$ cat config.mk
export PLATFORM = sky130hd
export DESIGN_NAME = hlva_fifo
export DESIGN_NICKNAME = d
export VERILOG_FILES = /design/src/rtl/core/hlva_fifo.sv
export SDC_FILE = /design/constraint.sdc
export NUM_CORES = 1
export LEC_CHECK = 0
export ABC_AREA = 1
export BUFFER_PORTS_ARGS = -buffer_cell sky130_fd_sc_hd__buf_2
export CORE_UTILIZATION = 44
export DETAILED_ROUTE_END_ITERATION = 6
export GPL_ROUTABILITY_DRIVEN = 0
export PLACE_DENSITY = 0.71
export SLEW_MARGIN = 40
export SYNTH_ARGS = -nofsm -noshare
export SYNTH_HDL_FRONTEND = slang
export SYNTH_SLANG_ARGS = --single-unit
$ cat constraint.sdc
create_clock -name i_clk -period 1.4 [get_ports i_clk]
set_clock_uncertainty 0.15 [all_clocks]
set_input_delay 0.14 -clock i_clk [delete_from_list [all_inputs] [get_ports i_clk]]
set_output_delay 0.14 -clock i_clk [all_outputs]
set_load 0.1 [all_outputs]
$ cat src/rtl/core/hlva_fifo.sv
`timescale 1ns / 1ps
`default_nettype none

module hlva_fifo #(
    parameter int WIDTH = 8,
    parameter int DEPTH = 2
) (
    input  wire logic             i_clk,
    input  wire logic             i_rst_n,
    input  wire logic             i_push,
    input  wire logic [WIDTH-1:0] i_data,
    output logic                  o_full,
    input  wire logic             i_pop,
    output logic [WIDTH-1:0]      o_data,
    output logic                  o_empty
);

    localparam int PW = (DEPTH > 1) ? $clog2(DEPTH) : 1;
    localparam int CW = $clog2(DEPTH + 1);
    localparam logic [PW-1:0] PTR_LAST = PW'(DEPTH - 1);
    localparam logic [CW-1:0] CNT_FULL = CW'(DEPTH);

    logic [WIDTH-1:0] r_mem [DEPTH];
    logic [PW-1:0]    r_wr_ptr;
    logic [PW-1:0]    r_rd_ptr;
    logic [CW-1:0]    r_count;
    logic             wr_en;
    logic             rd_en;

    assign o_full  = (r_count == CNT_FULL);
    assign o_empty = (r_count == '0);
    assign o_data  = r_mem[r_rd_ptr];
    assign wr_en   = i_push && !o_full;
    assign rd_en   = i_pop && !o_empty;

    // Entry storage.
    always_ff @(posedge i_clk) begin
        if (wr_en) begin
            r_mem[r_wr_ptr] <= i_data;
        end
    end

    // Pointers and fill count.
    always_ff @(posedge i_clk) begin
        if (!i_rst_n) begin
            r_wr_ptr <= '0;
            r_rd_ptr <= '0;
            r_count  <= '0;
        end else begin
            if (wr_en) begin
                r_wr_ptr <= (r_wr_ptr == PTR_LAST) ? '0 : r_wr_ptr + 1'b1;
            end
            if (rd_en) begin
                r_rd_ptr <= (r_rd_ptr == PTR_LAST) ? '0 : r_rd_ptr + 1'b1;
            end
            if (wr_en && !rd_en) begin
                r_count <= r_count + 1'b1;
            end else if (rd_en && !wr_en) begin
                r_count <= r_count - 1'b1;
            end
        end
    end

endmodule

`default_nettype wire

==> results of run 1 <==
-- worst max-delay path, stage by stage, from the launching register on --
cell     delay (ps)
dfxtp_2         350
buf_6           130
mux2_4          320
buf_12          170
-- Yosys cell counts --
| cell type | number | area (sq um) |
|---|---|---|
| o21ai_0 | 2 | 10.0 |
| nand4_1 | 1 | 6.26 |
| dfxtp_1 | 5 | 100 |
| nand3_1 | 1 | 5.00 |
| nor2_2 | 1 | 6.26 |
| mux2_2 | 8 | 90.1 |
| nor2_1 | 10 | 37.5 |
| inv_1 | 8 | 30.0 |
| a21oi_1 | 1 | 5.00 |
| o21ai_2 | 1 | 8.76 |
| buf_2 | 1 | 5.00 |
| nand2_1 | 6 | 22.5 |
| inv_2 | 1 | 3.75 |
| ha_1 | 1 | 12.5 |
| edfxtp_1 | 16 | 480 |
-- worst paths after layout --
kind	slack, ps	start	end	cells past startpoint
max	-170	flip-flop	o_data[3]	3
min	190	i_pop	r_rd_ptr	6
max reg2reg	-40	r_count[1]	r_count[1]	9
min reg2reg	370	r_rd_ptr	r_rd_ptr	2
-- layout make-up --
class                      instances  area share [%]
sequential                        21            40.9
timing repair buffer              43            32.1
multi-input combinational         32            20.4
inverter                           9            2.52
tap                               25            2.17
clock buffer                       3            1.56
clock inverter                     1           0.348
-- logic make-up (layout without fill, tap and decap cells) --
group	Yosys count	count (layout)	synth area share [%]
muxes	8	8	10.9
DFF	21	21	70.5
AOI/OAI and AO/OA	4	4	2.89
adders and majority gates	1	1	1.52
buffers and inverters	10	56	4.71
and+or+nand+nor	19	19	9.42
-- through the flow --
stage                     worst slack (ps)  total power [W]  hold slack (ps)
after CTS                             -170          0.00306             73.0
after global placement               -2.25          0.00243              177
after detailed placement             -63.9          0.00246              182
after global routing                  -217          0.00338              219
after floorplan                       -348          0.00196             88.9
final                                 -167          0.00325              194
-- flip-flops by register name, indices dropped and copies added, names as in the netlist, named ones only --
signal	count
r_wr_ptr	1
r_count	2
r_rd_ptr	1
r_mem	16
-- metal layers --
layer / GRT usage (%) / part of all wire, %
met1: 18.4 / 36
met2: 44.1 / 61
met3: 2.40 / 1.8
met4: 10.9 / 2.0
met5: 0 / 0
-- repair_timing --
| item | 4_1_cts | 5_1_grt |
|---|---|---|
| cloned | 0 | 0 |
| hold endpoints to repair | 21 | 0 |
| buffers inserted | 1 | 3 |
| resized for setup | 37 | 14 |
| setup endpoints to repair | 16 | 26 |
| pin swaps | 1 | 7 |
| hold buffers | 9 | 0 |
-- where the power goes --
part	switching (W)	total (W)	internal [W]
clock network	0.000189	0.000296	0.000107
logic	0.00120	0.00205	0.000848
registers	0.0000925	0.000906	0.000814
total	0.00148	0.00325	0.00177
==> results.tsv, run 1 <==
metric	value	unit
Syn Nets	76	
clk slew on worst S/H paths	110	ps
Leak	0.607	nW
synth warn	0	
Seq/Total Area, Yosys	70.5	%
Rows	15	
crit path time final	1570	ps
RSZ-0062 raised after global routing	true	
via count of the routed design	635	
Max rail drop VDD	0.00216	V
post-synth cell types	15	
final design area excluding fillers	1440	sq um
Max Cap Viol	0	
Rel. slew slack	87.8	%
most frequent cells in the layout	edfxtp_1 (16), buf_2 (11), buf_12 (10), dlygate4sd3_1 (9)	
Layout Utilization	82.5	%
gr ovfl total	0	
worst setup margin	-167	ps
power per cell area	2260	nW/um^2
nets@finish	123	
max frequency	0.638	GHz
area delta synth->final	74.9	%
share of cells above drive strength 1	60.6	%
most common cell after layout, fill and taps aside	edfxtp_1	
Die Y	45.3	microns
# H-tree levels	1	
area of the multi-input gates	294	sq um
path category of the worst min-delay check	in2reg	
period utilization	112	%
Mapped Cells	63	
Final Hold Fails	0	
Total GRT Usage	20.9	%
critical path data required time	1110	ps
CTS tree	done	
cts bufs inserted	3	
setup_tns	-1390	ps
post-synthesis sequential element count	21	
vias in the first global route	677	
port bufs	21	
Via density	4.74	
measured slew at the worst slew-check pin	180	ps
die area	2050	sq um
failing checks	negative setup slack	
WL/cell	15.1	microns
largest fanout on the critical path	5	
hpwl dp	995	microns
Placed Cells	117	
initial antenna violation count	0	
maximum buffer depth of the clock tree	2	
CP Capture Type	primary output	
critical path class	reg2out	
CP Launch Type	flip-flop	
first-pass GRT wire length	2800	microns
clk root buf	clkbuf_4	
worst-skew pair later-pin latency	300	ps
Final Max Slew Viols	0	
DRT antenna net count	0	
placed cell area	1120	sq um
total wire length	2030	microns
number of detailed-route iterations in the first pass	4	
Die X	45.3	microns
Post-Syn Area	823	sq um
status	finished with violations	
# setup viols final	15	
crit path DAT	1280	ps
# diodes	0	
1st-iter DRT viols	10	
fill cell count	95	
largest net degree at the start of global routing	13	
clk sinks	21	
Reg area	589	sq um
Residual DRC	0	
IO Pins	22	
syn_area_per_cell	13.1	sq um
Starting Density	47.2	%
Core ar.	1750	sq um
Post-Layout Cell Count	134	
(Power assumes the default switching activity.)
==> run 2, diff against run 1 <==
CORE_ASPECT_RATIO = 1.1   (was not set)
==> run 2 against run 1 <==
Net effect: the flow still finishes with violations (negative setup slack); routed wire length shrank 15%; total power shrank 2.8%; global-route usage shrank 3.9 points; final cell count shrank 7.5%; sequential share of layout area grew 1.2 points; critical path type unchanged; critical path depth is the same.
==> results.tsv, run 2 (synthesis results as in run 1) <==
metric	value	unit	change
hold_ws	68.2	ps	-126 ps
gr ovfl total	0		unchanged
clk slew on worst S/H paths	110	ps	about the same
most frequent cells in the layout	edfxtp_1 (16), buf_2 (11), buf_12 (10), dlygate4sd3_1 (9), mux2_4 (8)		
Core ar.	1760	sq um	+0.93%
initial antenna violation count	0		unchanged
CP Capture Type	primary output		
setup_tns	-1360	ps	+27.1 ps
RSZ-0062 raised after global routing	true		
Rel. slew slack	90.5	%	+2.7 points
cts bufs inserted	3		unchanged
family with the most delay on the worst path	flip-flops		
Reg area	589	sq um	unchanged
# H-tree levels	1		unchanged
clock power share	9.1	%	about the same
Largest stage delay, worst path	360	ps	about the same
Worst Path Buf+Inv	2		unchanged
Final Hold Fails	0		unchanged
Leak	0.591	nW	-2.6%
WL/cell	13.9	microns	-8.3%
Starting Density	46.7	%	-0.44 points
failing checks	negative setup slack		
Residual DRC	0		unchanged
Max Cap Viol	0		unchanged
Die X	43.2	microns	-4.4%
period utilization	112	%	about the same
crit path time final	1570	ps	+1.34 ps
total wire length	1720	microns	-15%
port bufs	21		unchanged
Pwr Total	0.00316	W	-2.8%
sequential power share	28.3	%	+0.4 points
slowest library cell on the worst path	dfxtp_2		
fill cell count	100		+5.3%
Setup WS pre-CTS	-60.6	ps	+3.25 ps
# diodes	0		unchanged
Rows	16		+1
Max rail drop VDD	0.00176	V	-19%
max frequency	0.638	GHz	about the same
Via density	4.99		+5.3%
clk root buf	clkbuf_4		
power per cell area	2260	nW/um^2	about the same
Final Max Slew Viols	0		unchanged
Switching Fraction	45.4	%	-0.24 points
via count of the routed design	619		-2.5%
nets@finish	120		-2.4%
largest net degree at the start of global routing	13		unchanged
area delta synth->final	69.9	%	
first-pass GRT wire length	2390	microns	-15%
vias in the first global route	558		-18%
most common cell after layout, fill and taps aside	edfxtp_1		
Psw	0.00143	W	-3.3%
largest register by flop count	r_mem		
1st-iter DRT viols	10		unchanged
Die Y	47.4	microns	+4.7%
die area	2050	sq um	about the same
biggest regs	r_mem (16), r_count (2)		
worst-skew pair later-pin latency	300	ps	about the same
P_int	0.00173	W	-2.3%
number of detailed-route iterations in the first pass	4		unchanged
area of the multi-input gates	284	sq um	-3.4%
# setup viols final	10		-5
share of cells above drive strength 1	55.7	%	-4.9 points
combinational share of power	62.6	%	-0.4 points
Cell Chain, Critical Path	buf_6 > mux2_4 > buf_12		
CTS tree	done		
measured slew at the worst slew-check pin	142	ps	-38.9 ps
critical path class	reg2out		
status	finished with violations		
maximum buffer depth of the clock tree	2		unchanged
IO Pins	22		unchanged
path category of the worst min-delay check	in2reg		
worst setup margin	-169	ps	-1.34 ps
DRT antenna net count	0		unchanged
hpwl dp	1040	microns	+4.1%
crit path DAT	1280	ps	about the same
clk sinks	21		unchanged
max reg flops	16		unchanged
largest fanout on the critical path	4		-1
Total GRT Usage	17.1	%	-3.9 points
CP Launch Type	flip-flop		
critical path data required time	1110	ps	about the same
run 2: cell count changes in the layout (fill, tap and decap cells not counted):
| cell | previous run | this run |
|---|---|---|
| nor2_1 | 6 | 7 |
| o21ai_2 | 1 | 0 |
| buf_4 | 8 | 5 |
| inv_2 | 5 | 4 |
| o21ai_1 | 0 | 1 |
| inv_1 | 3 | 4 |
| nor2_2 | 2 | 1 |
| a21oi_1 | 0 | 1 |
| a21oi_2 | 1 | 0 |
run 2: worst paths after layout:
| path | from | to | slack (ps) | depth (start not counted) |
|---|---|---|---|---|
| min reg2reg | r_rd_ptr | r_rd_ptr | 360 | 2 |
| max reg2reg | r_count[1] | r_count[1] | 10 | 9 |
| min | i_push | r_wr_ptr | 70 | 5 |
| max | flip-flop | o_data[1] | -170 | 3 |
run 2: timing repair:
item / CTS / global route
hold buffers: 9 / 0
endpoints found under the setup margin: 12 / 20
hold endpoints to repair: 21 / 0
pin swaps: 2 / 9
resized for setup: 50 / 9
buffers inserted: 0 / 1
cloned: 0 / 0
run 2: layout make-up:
type	count	area share, %
clock inverters	1	0.358
well taps	18	1.61
clock buffers	3	1.61
flip-flops and latches	21	42.1
repair buffers	40	31.4
inverters	9	2.59
multi-input cells	32	20.3
run 2: metal layers:
metal / GRT usage (%) / part of all wire (%) / up-vias
li1: - / - / 303
met1: 16.7 / 38 / 291
met2: 34.6 / 56 / 21
met3: 2.69 / 4.2 / 4
met4: 9.09 / 1.6 / 0
met5: 0 / 0 / -
run 2: through the flow:
stage	util [%]	std cells	instance area, sq um
detailed placement	60.7	110	1070
global placement	60.7	110	1070
floorplan	-	63	850
finish	79.4	124	1400
CTS	77.3	123	1360
global route	79.4	124	1400
run 2: worst register-to-register path, cell delays in order (launching register included):
cell and delay [ps]:
dfxtp_4 400, inv_4 50, o21ai_4 140, inv_2 70, ha_4 280, inv_2 40, nand3_2 50, nand2_1 50
inv_1 40, nor2_1 30
run 2: power by group through the flow:
stage	logic [W]	clock network [W]	registers, W
floorplan	0.00109	0	0.000872
global route	0.00206	0.000316	0.000906
global placement	0.00148	0	0.000872
detailed placement	0.00151	0	0.000876
finish	0.00198	0.000286	0.000895
CTS	0.00189	0.000295	0.000880
