==> config.mk <==
export PLATFORM = sky130hd
export DESIGN_NAME = hlva_front
export DESIGN_NICKNAME = d
export VERILOG_FILES = /design/src/rtl/core/hlva_pkg.sv /design/src/rtl/core/hlva_fifo.sv /design/src/rtl/core/hlva_front.sv
export SDC_FILE = /design/constraint.sdc
export NUM_CORES = 1
export LEC_CHECK = 0
export BUFFER_PORTS_ARGS = -buffer_cell sky130_fd_sc_hd__buf_4
export CAP_MARGIN = 20
export CORE_MARGIN = 4
export CORE_UTILIZATION = 50
export CTS_CLUSTER_DIAMETER = 150
export CTS_CLUSTER_SIZE = 28
export DETAILED_ROUTE_END_ITERATION = 8
export HOLD_SLACK_MARGIN = 0.15
export PLACE_DENSITY = 0.77
export SYNTH_ARGS = -nofsm -noshare
export SYNTH_HDL_FRONTEND = slang
export SYNTH_SLANG_ARGS = --single-unit
==> constraint.sdc <==
create_clock -name i_clk -period 5.7 [get_ports i_clk]
set_clock_uncertainty 0.15 [all_clocks]
set_input_delay 0.855 -clock i_clk [delete_from_list [all_inputs] [get_ports i_clk]]
set_output_delay 0.855 -clock i_clk [all_outputs]
set_load 0.05 [all_outputs]
==> src/rtl/core/hlva_pkg.sv <==
`timescale 1ns / 1ps
`default_nettype none

package hlva_pkg;

    // Field widths of the item and result ports.
    localparam int CMD_W   = 2;
    localparam int PIX_W   = 9;
    localparam int ANG_W   = 8;
    localparam int DIST_W  = 11;
    localparam int HALF_W  = 10;
    localparam int COUNT_W = 19;

    // Fixed geometry of the transform.
    localparam int ANGLE_STEPS = 180;
    localparam int MAX_DIM     = 512;
    localparam int QUARTER_DEG = 90;

    // Fixed-point arithmetic: Q1.16 trig words and the widths that follow.
    localparam int Q_FRAC = 16;
    localparam int TRIG_W = 17;
    localparam int MAG_W  = 7;
    localparam int PROD_W = PIX_W + TRIG_W;
    localparam int SUM_W  = PROD_W + 2;
    localparam int RHO_W  = SUM_W - Q_FRAC;
    localparam int J_W    = RHO_W + 1;
    localparam int CMP_W  = 16;

    localparam logic [HALF_W-1:0]  HALF_RESET = HALF_W'(724);
    localparam logic [COUNT_W-1:0] COUNT_MAX  = '1;

    // Input command codes.
    typedef enum logic [CMD_W-1:0] {
        CMD_VOTE  = 2'd0,
        CMD_READ  = 2'd1,
        CMD_CLEAR = 2'd2
    } t_cmd_code;

    // Work classes handed from the front to the back.
    typedef enum logic [1:0] {
        OP_NOP   = 2'd0,
        OP_VOTE  = 2'd1,
        OP_READ  = 2'd2,
        OP_CLEAR = 2'd3
    } t_op;

    typedef struct packed {
        t_op               op;
        logic [PIX_W-1:0]  pixel_x;
        logic [PIX_W-1:0]  pixel_y;
        logic [ANG_W-1:0]  angle_index;
        logic [DIST_W-1:0] distance_index;
    } t_work;

    typedef struct packed {
        logic [COUNT_W-1:0] bin_count;
        logic               clipped;
    } t_result;

    // Back-end sequencer states.
    typedef enum logic [2:0] {
        ST_SWEEP,
        ST_IDLE,
        ST_VOTE,
        ST_DRAIN,
        ST_READ,
        ST_READ_WAIT,
        ST_RESULT
    } t_back_state;

    // sin(0..90 degrees) in Q1.16, rounded to nearest.
    localparam logic [TRIG_W-1:0] QUARTER_SIN [0:QUARTER_DEG] = '{
        17'd0,     17'd1144,  17'd2287,  17'd3430,  17'd4572,
        17'd5712,  17'd6850,  17'd7987,  17'd9121,  17'd10252,
        17'd11380, 17'd12505, 17'd13626, 17'd14742, 17'd15855,
        17'd16962, 17'd18064, 17'd19161, 17'd20252, 17'd21336,
        17'd22415, 17'd23486, 17'd24550, 17'd25607, 17'd26656,
        17'd27697, 17'd28729, 17'd29753, 17'd30767, 17'd31772,
        17'd32768, 17'd33754, 17'd34729, 17'd35693, 17'd36647,
        17'd37590, 17'd38521, 17'd39441, 17'd40348, 17'd41243,
        17'd42126, 17'd42995, 17'd43852, 17'd44695, 17'd45525,
        17'd46341, 17'd47143, 17'd47930, 17'd48703, 17'd49461,
        17'd50203, 17'd50931, 17'd51643, 17'd52339, 17'd53020,
        17'd53684, 17'd54332, 17'd54963, 17'd55578, 17'd56175,
        17'd56756, 17'd57319, 17'd57865, 17'd58393, 17'd58903,
        17'd59396, 17'd59870, 17'd60326, 17'd60764, 17'd61183,
        17'd61584, 17'd61966, 17'd62328, 17'd62672, 17'd62997,
        17'd63303, 17'd63589, 17'd63856, 17'd64104, 17'd64332,
        17'd64540, 17'd64729, 17'd64898, 17'd65048, 17'd65177,
        17'd65287, 17'd65376, 17'd65446, 17'd65496, 17'd65526,
        17'd65536
    };

endpackage

`default_nettype wire

==> src/rtl/core/hlva_fifo.sv <==
`timescale 1ns / 1ps
`default_nettype none

module hlva_fifo #(
    parameter int WIDTH = 8,
    parameter int DEPTH = 2
) (
    input  wire logic             i_clk,
    input  wire logic             i_rst_n,
    input  wire logic             i_push,
    input  wire logic [WIDTH-1:0] i_data,
    output logic                  o_full,
    input  wire logic             i_pop,
    output logic [WIDTH-1:0]      o_data,
    output logic                  o_empty
);

    localparam int PW = (DEPTH > 1) ? $clog2(DEPTH) : 1;
    localparam int CW = $clog2(DEPTH + 1);
    localparam logic [PW-1:0] PTR_LAST = PW'(DEPTH - 1);
    localparam logic [CW-1:0] CNT_FULL = CW'(DEPTH);

    logic [WIDTH-1:0] r_mem [DEPTH];
    logic [PW-1:0]    r_wr_ptr;
    logic [PW-1:0]    r_rd_ptr;
    logic [CW-1:0]    r_count;
    logic             wr_en;
    logic             rd_en;

    assign o_full  = (r_count == CNT_FULL);
    assign o_empty = (r_count == '0);
    assign o_data  = r_mem[r_rd_ptr];
    assign wr_en   = i_push && !o_full;
    assign rd_en   = i_pop && !o_empty;

    // Entry storage.
    always_ff @(posedge i_clk) begin
        if (wr_en) begin
            r_mem[r_wr_ptr] <= i_data;
        end
    end

    // Pointers and fill count.
    always_ff @(posedge i_clk) begin
        if (!i_rst_n) begin
            r_wr_ptr <= '0;
            r_rd_ptr <= '0;
            r_count  <= '0;
        end else begin
            if (wr_en) begin
                r_wr_ptr <= (r_wr_ptr == PTR_LAST) ? '0 : r_wr_ptr + 1'b1;
            end
            if (rd_en) begin
                r_rd_ptr <= (r_rd_ptr == PTR_LAST) ? '0 : r_rd_ptr + 1'b1;
            end
            if (wr_en && !rd_en) begin
                r_count <= r_count + 1'b1;
            end else if (rd_en && !wr_en) begin
                r_count <= r_count - 1'b1;
            end
        end
    end

endmodule

`default_nettype wire

==> src/rtl/core/hlva_front.sv <==
`timescale 1ns / 1ps
`default_nettype none

module hlva_front #(
    parameter int DISTANCE_BINS = 2048
) (
    input  wire logic                          i_clk,
    input  wire logic                          i_rst_n,
    input  wire logic                          i_push,
    output logic                               o_full,
    input  wire logic [hlva_pkg::CMD_W-1:0]    i_cmd,
    input  wire logic [hlva_pkg::PIX_W-1:0]    i_pixel_x,
    input  wire logic [hlva_pkg::PIX_W-1:0]    i_pixel_y,
    input  wire logic                          i_is_edge,
    input  wire logic [hlva_pkg::ANG_W-1:0]    i_angle_index,
    input  wire logic [hlva_pkg::DIST_W-1:0]   i_distance_index,
    input  wire logic                          i_init_busy,
    input  wire logic                          i_work_pop,
    output hlva_pkg::t_work                    o_work,
    output logic                               o_work_valid
);

    import hlva_pkg::*;

    localparam int XW = CMP_W + DIST_W;

    t_work work;
    logic  q_full;
    logic  q_empty;
    logic  in_dim;
    logic  in_bins;

    // Range checks on the pixel position and the read address.
    assign in_dim  = (32'(i_pixel_x) < MAX_DIM) && (32'(i_pixel_y) < MAX_DIM);
    assign in_bins = (i_angle_index < ANG_W'(ANGLE_STEPS))
                  && (XW'(i_distance_index) < XW'(DISTANCE_BINS));

    // Sort each item into the kind of work the back end will do.
    always_comb begin
        work.pixel_x        = i_pixel_x;
        work.pixel_y        = i_pixel_y;
        work.angle_index    = i_angle_index;
        work.distance_index = i_distance_index;
        unique case (i_cmd)
            CMD_VOTE:  work.op = (i_is_edge && in_dim) ? OP_VOTE : OP_NOP;
            CMD_READ:  work.op = in_bins ? OP_READ : OP_NOP;
            CMD_CLEAR: work.op = OP_CLEAR;
            default:   work.op = OP_NOP;
        endcase
    end

    // The input side holds off while the store is swept after reset.
    assign o_full       = q_full || i_init_busy;
    assign o_work_valid = !q_empty;

    hlva_fifo #(
        .WIDTH ($bits(t_work)),
        .DEPTH (2)
    ) u_work_q (
        .i_clk   (i_clk),
        .i_rst_n (i_rst_n),
        .i_push  (i_push && !o_full),
        .i_data  (work),
        .o_full  (q_full),
        .i_pop   (i_work_pop),
        .o_data  (o_work),
        .o_empty (q_empty)
    );

endmodule

`default_nettype wire

==> summary by stage <==
Logic synthesis
Sorting the synthesized cells by area gives the leading types as sky130_fd_sc_hd__edfxtp_1, sky130_fd_sc_hd__mux2_2, sky130_fd_sc_hd__mux2_1, sky130_fd_sc_hd__dfxtp_1, sky130_fd_sc_hd__xnor2_1. The commonest cells after synthesis are sky130_fd_sc_hd__edfxtp_1, sky130_fd_sc_hd__mux2_2, sky130_fd_sc_hd__mux2_1. In this run, synthesis inferred 78 flip-flops with an integrated enable. In the synthesized netlist the dominant register cell turns out to be sky130_fd_sc_hd__edfxtp_1. The unique cell type count in the Yosys netlist is 23. The number of warnings issued by yosys is 0. The largest area contributor in the netlist is sky130_fd_sc_hd__edfxtp_1. The net count of the mapped netlist is 198. The summed instance area of the synthesized netlist is 3089 sq um. The share of flip-flops with an asynchronous set or reset is 0. The number of cells produced by synthesis is 152. The area share of the leading cell type in the synthesized netlist is 0.7582. Synthesis inferred 83 register bits. The most frequent cell after synthesis is sky130_fd_sc_hd__edfxtp_1. The synthesized area divided by synthesized cell count is 20.32 sq um. The share of the Yosys chip area taken by registers is 0.7906.

Setup path
The largest single stage delay on the critical path is 940 ps. The number of buffers and inverters on the critical path is 1. The endpoint arrival time on the critical path is 1930 ps. The worst register-to-register path has a setup slack of 3540 ps. Among cell families on the critical path, the largest total delay comes from flip-flops. Traced cell by cell, the critical path runs through mux2_2 > buf_4. The peak fanout along the critical path is 39. The worst register-to-register path begins at u_work_q.r_count[0]. The worst setup path is launched from a register. The slowest cell on the critical path is sky130_fd_sc_hd__dfxtp_2. The terminus of the critical flop-to-flop path is u_work_q.r_mem[1][23]. The number of cells traversed by the worst register-to-register path is 3. The worst setup path is of the reg2out kind. STA classifies the critical path endpoint as a primary output.

The required time reported for the critical path endpoint is 4700 ps.

Global route
The total congestion overflow after global routing is 0. In the global route stage, overall resource usage came out at 0.1474. The number of global-route vias before repair is 1716.

Entering global routing, the biggest net connects 40 pins. The first-pass GRT wire length is 8135 microns. The initial antenna violation count is 0.

Placed design
The number of I/O port buffers is 85. The weighted congestion at the end of routability-driven global placement is 0.6744. Timing analysis after detailed placement gives a worst setup slack of 2857 ps. Once detailed placement completed, the half-perimeter wirelength came to 3509 microns.

Floorplan
For this configuration, the core starts out at a cell density of 0.5187. The number of rows in the core area is 28. Measured along the x axis, the die boundary spans 86.60 microns. The floorplan step defined a core boundary enclosing 5956 sq um. The floorplan step set the die height to 86.60 microns. The boundary pin count is 86. The die outline area is 7500 sq um.

Min path
The worst hold path belongs to the class reg2reg. The startpoint identified for the worst hold timing path is u_work_q.r_count[1]. The hold path endpoint is u_work_q.r_count[1]. The number of instances on the worst hold path is 2.

Layout
The number of nets in the final layout is 291. The antenna diode count is 0. The fill cell total of the finished layout is 415. The area growth from synthesis to layout is 29.77%. Of the cells placed in the final design, the portion with a size suffix greater than 1 is 0.5360. The fraction of the core area covered by cells at the end of the flow is 0.6731.

Clocking
The number of gates resized after CTS was 0. No sink is reached through more buffers than the 2 on the longest clock path. TritonCTS built the clock tree. Clock tree synthesis found a total of 83 sinks. The H-tree was split into 3 levels. In this run, post-CTS hold repair placed 0 buffers. The number of buffers inserted to repair setup after CTS is 0. The number of clock buffers inserted by TritonCTS is 9. The root buffer selected by CTS is sky130_fd_sc_hd__clkbuf_8. The insertion delay to the later sink of the worst-skew pair is 350 ps. The clock-pin slew of the registers on the worst-case setup and hold paths is 80 ps.

Detailed routing
The routed length per instance is 16.14 microns. The remaining number of nets flagged by the antenna check after routing is 0. The first-pass detailed-route iteration total is 4. The total detailed-routing wirelength is 5246 microns. The detailed router finished its first iteration with 38 violations. Across all layers, the routed design uses 1593 vias. In the routed design, unresolved DRC markers number 0. The detailed-route vias per instance is 4.902.

STA
The post-route clock period utilization is 0.5154. The count of final hold-check violations is 0. Setup repair after global routing left no endpoint under its margin. At the pin with the least slew margin, the transition time is 936.6 ps. The worst slew slack as a fraction of its limit is 0.3756. The final-report max-slew violation count is 0. The total negative slack for setup checks is 0 ps.

The number of endpoints failing setup at the final stage is 0. For this run, the top clock speed supported by timing is 340.4 MHz. The final critical-path required period is 2938 ps. Once routing completed, OpenROAD measured the worst setup slack at 2762 ps.

Pwr
The analysis attributes to cell leakage a power of 1.490 nW. The internal power of the cells totals 0.001173 W. The switching portion of total power is 0.3635.

Of the total power, combinational logic draws 0.359. The total power of the final layout is 0.001843 W. The power per unit of standard cell area is 459.7 nW/um^2.

For this design the total switching power over the nets is 0.0006698 W. VDD sags by at most 0.0003362 V. The part of the power in registers is 0.429. The clock network fraction of total power is 0.213.

Run
The number of maximum-capacitance violations is 0.

Outcome
The run finished with clean final reports.
[how the worst max path moves through the flow]
stage	to	slack (ps)	depth (start not counted)
floorplan	u_work_q.r_mem[0][0]	2190	2
global placement	u_work_q.r_mem[0][34]	2900	3
detailed placement	u_work_q.r_mem[0][34]	2860	3
CTS	o_work[6]	2700	2
global route	o_work[27]	2650	2
finish	o_work[37]	2760	2
[cells in the final DEF (no fill, tap or decap), types with 3 or more instances in the layout]
cell type | Yosys | layout
sky130_fd_sc_hd__xnor2_1 | 3 | 3
sky130_fd_sc_hd__buf_4 | 0 | 85
sky130_fd_sc_hd__edfxtp_1 | 78 | 78
sky130_fd_sc_hd__mux2_2 | 29 | 29
sky130_fd_sc_hd__mux2_1 | 10 | 10
sky130_fd_sc_hd__dfxtp_1 | 5 | 4
sky130_fd_sc_hd__and2_1 | 4 | 3
sky130_fd_sc_hd__clkbuf_8 | 0 | 9
[state kept, by name, summed over array words and instances (netlist names), named ones only]
signal,count
u_work_q.r_rd_ptr,1
u_work_q.r_wr_ptr,1
u_work_q.r_count,2
u_work_q.r_mem,78
[power by group through the flow]
stage,registers (W),logic (W),clock network [W]
global placement,0.000803,0.000657,0
finish,0.000790,0.000661,0.000392
CTS,0.000795,0.000664,0.000400
detailed placement,0.000807,0.000661,0
global route,0.000801,0.000693,0.000426
floorplan,0.000760,0.000517,0
[final cells by class]
cell class                 count  area [sq um]  area share
tap                           75         93.84     0.02341
sequential                    83          2444      0.6096
multi-input combinational     65         629.4      0.1570
clock inverter                 6         56.30     0.01404
clock buffer                  10         127.6     0.03184
timing repair buffer          86         658.1      0.1642
[through the flow]
stage                     cells  instance area (sq um)  hold WS (ps)
after global routing        325                   4009         418.7
after floorplan             152                   3089         301.4
after CTS                   324                   3989         374.5
after global placement      308                   3805         344.6
final                       325                   4009         369.3
after detailed placement    308                   3805         363.2
[cells by family after synthesis]
group | after synthesis | synth area share
adder cells (fa/ha/maj) | 1 | 0.004050
multiplexers | 40 | 0.1454
flip-flops | 83 | 0.7906
XOR/XNOR | 4 | 0.01134
AO/OA/AOI/OAI | 5 | 0.01013
AND/OR/NAND/NOR | 15 | 0.02997
buffers and inverters | 4 | 0.008504
[worst reg2reg max path, delay by kind of cell (launching register included)]
kind / cells / cell delay (ps)
flip-flops: 1 / 420
AND/OR/NAND/NOR: 3 / 1190
[per-layer routing]
metal  vias to the layer above  global-route usage  routed length, microns
li1                        772                   -                       -
met1                       752              0.1712                    2052
met2                        57              0.2441                    2677
met3                        12             0.05323                     406
met4                         0             0.06799                     110
met5                         -                   0                       0
No activity file was read; power rests on OpenSTA's default activity.
